[src/design/ipv4bl_pkg.sv]
`timescale 1ns / 1ps
// ----------------------------------------------------------------------------
// ipv4bl_pkg
// shared types and constants of the ipv4 source blocklist filter
// ----------------------------------------------------------------------------
package ipv4bl_pkg;

   localparam int TableEntriesDefault = 1024;
   localparam int MaxTagsDefault      = 2;

   localparam logic [1:0] KIND_FRAME  = 2'd0;
   localparam logic [1:0] KIND_ADD    = 2'd1;
   localparam logic [1:0] KIND_REMOVE = 2'd2;
   localparam logic [1:0] KIND_READ   = 2'd3;

   localparam logic [1:0] STATUS_OK       = 2'd0;
   localparam logic [1:0] STATUS_FULL     = 2'd1;
   localparam logic [1:0] STATUS_NOTFOUND = 2'd2;

   localparam logic [15:0] TYPE_IPV4  = 16'h0800;
   localparam logic [15:0] TYPE_TAG_A = 16'h8100;
   localparam logic [15:0] TYPE_TAG_B = 16'h88A8;
   localparam logic [15:0] TYPE_TAG_C = 16'h9100;
   localparam logic [7:0]  PROTO_TCP  = 8'd6;
   localparam logic [6:0]  OFFSET_MAX = 7'd127;
   localparam logic [6:0]  ETH_HDR_LEN = 7'd14;
   localparam logic [6:0]  IPV4_MIN_LEN = 7'd20;
   localparam logic [15:0] BYPASS_PORT_RESET = 16'd22;

   // csr register indexes
   localparam logic [0:0] CSR_BYPASS_ENABLE = 1'b0;
   localparam logic [0:0] CSR_BYPASS_PORT   = 1'b1;

   // frame summary handed from parser to the table engine
   typedef struct packed {
      logic        ipv4_ok;    // ipv4 and minimal 20-byte header present
      logic        exempt;     // bypass conditions met
      logic [31:0] source;
   } frame_info_type;

endpackage

[src/design/ipv4bl_parser.sv]
`timescale 1ns / 1ps
// ----------------------------------------------------------------------------
// ipv4bl_parser
// byte-wise ethernet / tag / ipv4 header parser
// ----------------------------------------------------------------------------
module ipv4bl_parser
   import ipv4bl_pkg::*;
#(
   parameter int MAX_TAGS = MaxTagsDefault
) (
   input  logic           clock,
   input  logic           reset,
   input  logic           take,
   input  logic [7:0]     data_byte,
   input  logic           last_byte,
   input  logic           bypass_enable,
   input  logic [15:0]    bypass_port,
   output frame_info_type info
);

   logic [6:0]  offset_ff, offset_in;
   logic [15:0] type_ff, type_in;
   logic [1:0]  tags_ff, tags_in;
   logic [6:0]  hstart_ff, hstart_in;
   logic [3:0]  words_ff, words_in;
   logic [7:0]  proto_ff, proto_in;
   logic [31:0] src_ff, src_in;
   logic [15:0] dport_ff, dport_in;
   logic        ipv4_ff, ipv4_in;

   logic [6:0] rel, port_at;
   logic [7:0] len, ihl_bytes;
   logic       is_tag;

   always_comb begin
      offset_in = offset_ff;
      type_in   = type_ff;
      tags_in   = tags_ff;
      hstart_in = hstart_ff;
      words_in  = words_ff;
      proto_in  = proto_ff;
      src_in    = src_ff;
      dport_in  = dport_ff;
      ipv4_in   = ipv4_ff;
      rel       = offset_ff - hstart_ff;
      port_at   = {1'b0, words_ff, 2'b10};
      is_tag    = 1'b0;
      if (offset_ff < hstart_ff) begin
         type_in = {type_ff[7:0], data_byte};
         is_tag  = (type_in == TYPE_TAG_A) || (type_in == TYPE_TAG_B) ||
                   (type_in == TYPE_TAG_C);
         if (offset_ff == hstart_ff - 7'd1) begin
            if (is_tag && (32'(tags_ff) < MAX_TAGS)) begin
               tags_in   = tags_ff + 2'd1;
               hstart_in = hstart_ff + 7'd4;
            end else begin
               ipv4_in = (type_in == TYPE_IPV4);
            end
         end
      end else if (ipv4_ff) begin
         if (rel == 7'd0) words_in = data_byte[3:0];
         else if (rel == 7'd9) proto_in = data_byte;
         else if (rel >= 7'd12 && rel <= 7'd15) src_in = {src_ff[23:0], data_byte};
         if (rel == port_at) dport_in = {data_byte, dport_ff[7:0]};
         else if (rel == port_at + 7'd1) dport_in = {dport_ff[15:8], data_byte};
      end
      if (offset_ff < OFFSET_MAX) offset_in = offset_ff + 7'd1;
   end

   // verdict terms use the updated fields of the last byte
   always_comb begin
      len       = {1'b0, offset_ff} + 8'd1;
      ihl_bytes = {2'b00, words_in, 2'b00};
      info.source  = src_in;
      info.ipv4_ok = ipv4_in && (len >= {1'b0, hstart_in} + {1'b0, IPV4_MIN_LEN});
      info.exempt  = bypass_enable && (proto_in == PROTO_TCP) &&
                     (ihl_bytes >= 8'd20) && (ihl_bytes <= 8'd60) &&
                     ({1'b0, len} >= {2'b00, hstart_in} + {1'b0, ihl_bytes} + 9'd4) &&
                     (dport_in == bypass_port);
   end

   always_ff @(posedge clock) begin
      if (reset || (take && last_byte)) begin
         offset_ff <= '0;
         type_ff   <= '0;
         tags_ff   <= '0;
         hstart_ff <= ETH_HDR_LEN;
         words_ff  <= '0;
         proto_ff  <= '0;
         src_ff    <= '0;
         dport_ff  <= '0;
         ipv4_ff   <= 1'b0;
      end else if (take) begin
         offset_ff <= offset_in;
         type_ff   <= type_in;
         tags_ff   <= tags_in;
         hstart_ff <= hstart_in;
         words_ff  <= words_in;
         proto_ff  <= proto_in;
         src_ff    <= src_in;
         dport_ff  <= dport_in;
         ipv4_ff   <= ipv4_in;
      end
   end

endmodule

[config.mk]
export PLATFORM = sky130hd
export DESIGN_NAME = ipv4bl_parser
export DESIGN_NICKNAME = d
export VERILOG_FILES = /design/src/design/ipv4bl_pkg.sv /design/src/design/ipv4bl_parser.sv
export SDC_FILE = /design/constraint.sdc
export NUM_CORES = 1
export LEC_CHECK = 0
export ABC_AREA = 1
export BUFFER_PORTS_ARGS = -buffer_cell sky130_fd_sc_hd__buf_4
export CORE_AREA = 5 5 126 128
export DETAILED_ROUTE_END_ITERATION = 8
export DIE_AREA = 0 0 131 133
export SKIP_LAST_GASP = 1
export SLEW_MARGIN = 15
export SYNTH_ARGS = -nofsm -noshare
export SYNTH_HDL_FRONTEND = slang
export SYNTH_SLANG_ARGS = --single-unit
export TNS_END_PERCENT = 1
[constraint.sdc]
create_clock -name clock -period 14.1 [get_ports clock]
set_input_delay 2.115 -clock clock [delete_from_list [all_inputs] [get_ports clock]]
set_output_delay 2.115 -clock clock [all_outputs]
set_load 0.1 [all_outputs]
## Yosys cells after proc, flatten, opt, wreduce, memory -nomap -nowiden

Cells that the tools add are included.
W data, S select, Z words.

- Bits of input ports: 29
- Logic and storage cells: 74
- Flip-flop bits (word level): 85

- Add/sub/neg operators: 10
- Reductions and logical operators: 15
- Equal/unequal tests: 10
- Muxes and demuxes: 22
- Magnitude comparators: 8

Operators with widths:

| kind | count |
|---|---|
| $mux W32 | 5 |
| $eq A16 B16 Y1 const B | 3 |
| $mux W16 | 3 |
| $mux W8 | 5 |
| $mux W7 | 3 |
| $eq A16 B12 Y1 const B | 1 |
| $eq A16 B16 Y1 | 1 |
| $eq A7 B7 Y1 | 2 |
| $mux W4 | 3 |
| $add A8 B3 Y9 const B | 1 |
| $ge A8 B9 Y1 | 1 |
| $add A7 B1 Y8 const B | 1 |
| $add A7 B5 Y8 const B | 1 |
| $add A7 B6 Y8 | 1 |
| $eq A8 B3 Y1 const B | 1 |
| $ge A8 B8 Y1 | 1 |
| $logic_and A1 B1 Y1 | 8 |
| $add A6 B1 Y7 const B | 1 |
| $add A7 B1 Y7 const B | 1 |
| $add A7 B3 Y7 const B | 1 |
| $eq A7 B4 Y1 const B | 1 |
| $eq A7 B6 Y1 | 1 |
| $ge A7 B4 Y1 const B | 1 |
| $le A7 B4 Y1 const B | 1 |
| other kinds (12) | 17 |

## Depth between registers and ports, before layout

Gate-level depths: netlist of run 1.

- Depth after elaboration: 12
- Depth in mapped cells: 31
- Gate-level depth less buffers: 30

## Least setup slack after synthesis of run 1

Ideal clock, no wire load.

- Kind: input to output
- From: input port data_byte[6]
- To: output port info[32] (netlist name)
- Cell stages on the path: 24
- Data required time: 11985 ps
- Data arrival time: 6502 ps
- Slack: 5483 ps
- Cell sequence: inv_1 > nand4_1 > nor3_1 > nand2_1 > o31ai_1 > nand3_1 > nor2_1 > nand3_1 > xor2_1 > ha_1 > ha_1 > nand3_1 > nand3_1 > xnor2_1 > ha_1 > and3_1 > nand4_1 > o2111ai_1 > nand2_1 > nor2_1 > nand2_1 > nor2_1 > nand2_1 > nor2_1

RTL lines:

| what | RTL line | text |
|---|---|---|
| from (decl) | ipv4bl_parser.sv:14 | `input logic [7:0] data_byte,` |
| to (decl) | ipv4bl_parser.sv:18 | `output frame_info_type info` |

==> impl_metrics.ini, run 1 <==
[status]
status = complete, no violations

[timing]
worstMarginPinSlew_ns = 1.15
setup_viol = 0
clock_skew_ns = 0.00848
post-route-min-period_ns = 8.46
fmax_ghz = 0.118
rsz0062_at_grt = false
drv_slew = 0
relSlewSlack = 0.235
hold_violations = 0
setup_tns_ns = 0
fin_ws_ns = 5.64
post-route-period-util = 0.600

[synth]
synth_top_family_by_area = simple AND/OR/NAND/NOR gates
synth_common_cells = inv_1 (178), nand2_1 (157), o21ai_0 (96)
seq_area_frac_synth = 0.291
synth-edff-count = 0
synth_top_area_share = 0.291
async_flop_share = 0
synth_xor_area_frac = 0.0184
synth_compound_area_frac = 0.191
syn_area_um2 = 5700
synth_flop_cell = dfxtp_1
yosys.area_share.adder = 0.0772
syn_inst = 882
ys_warn_count = 0
synth_cell_types = 39
yosys.cell_count.top_type = inv_1
synthMuxAreaShare = 0
syn_area_per_cell_um2 = 6.47
ys_seq_elements = 83
synth_top_area_cell = dfxtp_1
synthTopCellsByArea = dfxtp_1 (29%), inv_1 (12%), nand2_1 (10%), o21ai_0 (8.4%), ha_1 (7.0%)
yosys.area_share.simple = 0.272
synth_nets = 945

[grt]
track_usage = 0.179
antenna_found_initial = 0
grt_max_degree = 87
grt_pass1_wl_um = 24900
grt.overflow.total = 0
grt_pass1_vias = 4820

[detailed_routing]
ant_nets = 0
drt_wl_total_um = 15500
drt_iter0_markers = 425
drcViolationCount = 0
detail_route.vias_per_cell = 4.93
wl_per_cell_um = 13.9
vias = 5496
drt-pass1-iter-count = 6

[layout]
fin_util = 0.447
drive_gt1_frac = 0.124
diodes = 0
fin_area_um2 = 6590
syn_to_final_growth_pct = 15.6
nets = 985
num-fill-cells = 1578

[clock_tree]
cts_tree = done
cts_setup_buffers = 0
clkLatencyLatePin_ns = 0.35
hold_buffers = 0
clockBufferDepth = 2
cts-root-buf = clkbuf_16
cts_buffers = 9
htreeDepth = 3
clkTransAtPathRegs_ns = 0.06
cts-resized-gates = 0
clock_sinks = 83

[pwr]
powerDensity_nw_per_um2 = 104
power_switching_uw = 220
leakagePower_uw = 0.00351
power_uw = 687
clockPowerShare = 0.397
peakVddDrop_mv = 0.0926
combPwrFrac = 0.232
intPower_uw = 467
switching_share = 0.320
sequentialPowerShare = 0.371

[worst_setup_path]
crit_fanout = 7
cp-end-kind = output port
crit_arrival_ns = 6.35
crit_required_ns = 11.98
worst_setup_path_start_kind = input pin
rr_worst_depth = 13
crit_type = input pin to output port

[die]
ios = 63
dieHeight_um = 133
rows = 45
initial_core_util = 0.387
die_x_um = 131
coreArea_um2 = 14800
die_area_um2 = 17400

[placement]
dpl.hpwl_um = 11300
portBuffers = 62
gp_congestion = 0.906
pre_cts_ws_ns = 5.64
place_area_um2 = 6250

[hold_path]
hold_path_class = flop to flop
min_path_cells = 2

[run]
cap_violations = 0
-- logic make-up (layout without fill, tap and decap cells) --
family	Yosys count	in the layout
adders and majority gates	34	34
DFF	83	83
and+or+nand+nor	334	334
buffers and inverters	215	260
AOI/OAI and AO/OA	204	204
xor gates and xnor gates	12	12
-- final cells by class --
cell class              instances  area (um2)  area share
clock buffers                   9         225      0.0342
clock inverters                 7         116      0.0177
inverters                     179         672       0.102
multi-input cells             584        3190       0.484
flip-flops and latches         83        1660       0.252
well taps                     188         235      0.0357
repair buffers                 65         488      0.0740
-- power groups by stage --
stage | Combinational, uW | Sequential (uW) | Clock (uW)
3_5_place_dp | 159 | 260 | 0
4_1_cts | 160 | 255 | 281
5_1_grt | 177 | 257 | 291
3_3_place_gp | 159 | 260 | 0
2_1_floorplan | 122 | 258 | 0
6_report | 159 | 255 | 273
-- registers in the layout, indices dropped and copies added (netlist names) --
name / count
tags_ff: 2
hstart_ff: 5
words_ff: 4
type_ff: 8
src_ff: 32
dport_ff: 16
ipv4_ff: 1
offset_ff: 7
proto_ff: 8
-- worst max-delay path, cell delays in order --
cell and delay (ns):
buf_4 0.13, inv_1 0.15, nand4_1 0.11, nor3_1 0.20
nand2_1 0.08, o31ai_1 0.09, nand3_1 0.28, nor2_1 0.15
nand3_1 0.09, xor2_1 0.39, ha_1 0.31, ha_1 0.35
nand3_1 0.10, nand3_1 0.08, xnor2_1 0.14, ha_1 0.32
and3_1 0.19, nand4_1 0.09, o2111ai_1 0.14, nand2_1 0.10
nor2_1 0.11, nand2_1 0.06, nor2_1 0.11, nand2_1 0.06
nor2_1 0.10, buf_4 0.30
-- per-stage QoR --
| step | hold WS, ns | instances |
|---|---|---|
| CTS | 0.455 | 1115 |
| floorplan | 0.430 | 882 |
| detailed placement | 0.446 | 1099 |
| global placement | 0.454 | 1099 |
| global route | 0.488 | 1115 |
| finish | 0.457 | 1115 |
-- final timing paths --
path | start | endpoint | slack (ns)
max reg2reg | offset_ff[1]$_SDFFE_PP0P_ | src_ff[2]$_SDFFE_PP0P_ | 11.05
min | type_ff[5]$_SDFFE_PP0P_ | type_ff[5]$_SDFFE_PP0P_ | 0.46
min reg2reg | type_ff[5]$_SDFFE_PP0P_ | type_ff[5]$_SDFFE_PP0P_ | 0.46
max | data_byte[5] | info[32] | 5.64
-- placed cells by master, fill, tap and decap left out, drive strengths merged, types with 4 or more instances in the layout --
cell type / n
buf: 65
nand3: 43
nand2: 172
o21a: 6
xor2: 7
ha: 32
o21ai: 125
clkbuf: 9
nand4: 29
nor2: 79
inv: 179
nand3b: 4
nor3: 4
xnor2: 5
dfxtp: 83
o211ai: 11
a21oi: 56
-- per-layer routing --
| layer | track usage | wire [um] | vias to the layer above |
|---|---|---|---|
| li1 | - | - | 2908 |
| met1 | 0.263 | 7540 | 2421 |
| met2 | 0.270 | 6710 | 156 |
| met3 | 0.0363 | 1070 | 11 |
| met4 | 0.0383 | 152 | 0 |
| met5 | 0 | 0 | - |
No activity file was read; power rests on OpenSTA's default activity.
==> run 2: changes to the inputs <==
--- a/config.mk
+++ b/config.mk
@@ -5,11 +5,11 @@
 export SDC_FILE = /design/constraint.sdc
 export NUM_CORES = 1
 export LEC_CHECK = 0
-export ABC_AREA = 1
+export ABC_AREA = 0
 export BUFFER_PORTS_ARGS = -buffer_cell sky130_fd_sc_hd__buf_4
-export CORE_AREA = 5 5 126 128
+export CORE_AREA = 5 5 120 122
 export DETAILED_ROUTE_END_ITERATION = 8
-export DIE_AREA = 0 0 131 133
+export DIE_AREA = 0 0 125 127
 export SKIP_LAST_GASP = 1
 export SLEW_MARGIN = 15
 export SYNTH_ARGS = -nofsm -noshare
==> constraint.sdc (replaced) <==
create_clock -name clock -period 8.1 [get_ports clock]
set_input_delay 1.215 -clock clock [delete_from_list [all_inputs] [get_ports clock]]
set_output_delay 1.215 -clock clock [all_outputs]
set_load 0.1 [all_outputs]
==> run 2 against run 1 <==
Effect of this change: setup slack worse by 5.3 ns; register-to-register slack got worse by 6.6 ns; synthesized cell count is 31% lower; sequential share of layout area increased by 2.3 points; sequential power increased by 69%; non-clock buffer count grew 3; die area down 8.9%; combinational power increased by 17%; highest routed layer unchanged.
==> impl_metrics.ini, run 2 <==
[synth]
yosys.cell_count.top_type = nor2_1
syn_inst = 612
synthTopCellsByArea = dfxtp_1 (32%), nor2_1 (8.7%), ha_1 (7.8%), mux2i_1 (7.8%), mux2_2 (6.3%)
ys_seq_elements = 83
synth-edff-count = 0
synth_common_cells = nor2_1 (119), dfxtp_1 (83), nor3_1 (42)
synth_top_area_cell = dfxtp_1
async_flop_share = 0
synth_flop_cell = dfxtp_1
seq_area_frac_synth = 0.323
synth_top_area_share = 0.323
ys_warn_count = 0
syn_area_per_cell_um2 = 8.42
synth_nets = 675
synth_cell_types = 58
syn_area_um2 = 5150

[layout]
diodes = 0
syn_to_final_growth_pct = 17.5
fin_util = 0.462
final_cell_mix = nor2_1 (119), dfxtp_1 (83), buf_4 (68)
top_register = src_ff
drive_gt1_frac = 0.193
reg.largest.list = src_ff x32, dport_ff x16
largest_reg_flops = 32
nets = 716
layout_commonest_cell = nor2_1
num-fill-cells = 1284

[detailed_routing]
vias = 4301
ant_nets = 0
detail_route.vias_per_cell = 5.16
drcViolationCount = 0
drt_iter0_markers = 249
wl_per_cell_um = 15.8
drt_wl_total_um = 13200
drt-pass1-iter-count = 4

[clock_tree]
cts-resized-gates = 0
cts_tree = done
clock_sinks = 83
cts-root-buf = clkbuf_16
clkLatencyLatePin_ns = 0.34
hold_buffers = 0
clockBufferDepth = 2
htreeDepth = 3
clkTransAtPathRegs_ns = 0.06
cts_buffers = 9
cts_setup_buffers = 0

[timing]
setup_viol = 0
drv_slew = 0
post-route-period-util = 0.958
hold_violations = 0
worstMarginPinSlew_ns = 0.902
setup_tns_ns = 0
fmax_ghz = 0.129
post-route-min-period_ns = 7.76
relSlewSlack = 0.399
clock_skew_ns = 0.00635
rsz0062_at_grt = false

[die]
dieHeight_um = 127
rows = 42
initial_core_util = 0.394
ios = 63
die_area_um2 = 15900
coreArea_um2 = 13100
die_x_um = 125

[worst_setup_path]
crit_fanout = 9
crit_type = input pin to output port
crit_required_ns = 6.88
crit_arrival_ns = 6.55
cp-end-kind = output port
rrSetupSlack_ns = 4.47
rr_worst_depth = 9
worst_setup_path_start_kind = input pin

[run]
cap_violations = 0

[pwr]
peakVddDrop_mv = 0.158
leakagePower_uw = 0.00259
power_uw = 1040
powerDensity_nw_per_um2 = 172

[grt]
grt_pass1_vias = 4224
grt_pass1_wl_um = 21800
grt.overflow.total = 0
track_usage = 0.169
grt_max_degree = 82
antenna_found_initial = 0

[status]
status = complete, no violations

[hold_path]
hold_path_class = flop to flop
min_path_cells = 2

[placement]
gp_congestion = 0.818
portBuffers = 62
dpl.hpwl_um = 9450
[run 2: power by group]
part	internal (uW)	switching, uW	leakage [uW]
Sequential	421	9.96	0.000676
Combinational	58.3	128	0.00176
Clock	249	174	0.000146
Total	728	312	0.00259
[run 2: layout make-up]
class / instances / area [um2] / share of cell area
multi-input combinational: 473 / 3290 / 0.543
tap: 176 / 220 / 0.0364
inverter: 18 / 67.6 / 0.0112
timing repair buffer: 68 / 510 / 0.0844
sequential: 83 / 1660 / 0.275
clock buffer: 11 / 243 / 0.0401
clock inverter: 5 / 60.1 / 0.00993
[run 2: final timing paths]
| path | start | to |
|---|---|---|
| min reg2reg | dport_ff[13]$_SDFFE_PP0P_ | dport_ff[13]$_SDFFE_PP0P_ |
| max reg2reg | offset_ff[1]$_SDFFE_PP0P_ | dport_ff[3]$_SDFFE_PP0P_ |
| min | dport_ff[13]$_SDFFE_PP0P_ | dport_ff[13]$_SDFFE_PP0P_ |
| max | data_byte[7] | info[32] |
[run 2: worst max-delay path: stages]
cell and delay, ns:
buf_4 0.15, or3_1 0.41, nor4b_1 0.26, a41oi_1 0.07, or4b_1 0.61, nor4_4 0.28
buf_4 0.19, buf_4 0.12, nand4_1 0.11, xnor2_1 0.37, ha_1 0.30, ha_1 0.33
xnor2_1 0.15, ha_1 0.30, nand2_1 0.05, o21ai_0 0.15, nand3_1 0.10, a22o_1 0.23
or4_1 0.56, nor4b_4 0.28, buf_4 0.32
[run 2: routing by layer]
metal / vias up / routed length [um] / track usage
met5: - / 0 / 0
met4: 0 / 207 / 0.0395
met3: 12 / 627 / 0.0522
met2: 75 / 6270 / 0.281
met1: 2017 / 6080 / 0.216
li1: 2197 / - / -
[run 2: kinds of logic after synthesis]
| family | synth area share |
|---|---|
| xor gates and xnor gates | 0.0806 |
| and+or+nand+nor | 0.234 |
| buffers and inverters | 0.0410 |
| DFF | 0.323 |
| muxes | 0.154 |
| adders and majority gates | 0.0855 |
| AOI/OAI and AO/OA | 0.0821 |
[run 2: metrics by stage]
step                      worst slack (ns)  instances  hold slack, ns  area (um2)
after CTS                            0.321        831           0.455        6030
after detailed placement             0.333        815           0.447        5730
after global routing                0.0209        834           0.474        6050
after floorplan                      0.187        612           0.429        5160
after global placement               0.413        815           0.445        5730
final                                0.337        834           0.454        6050
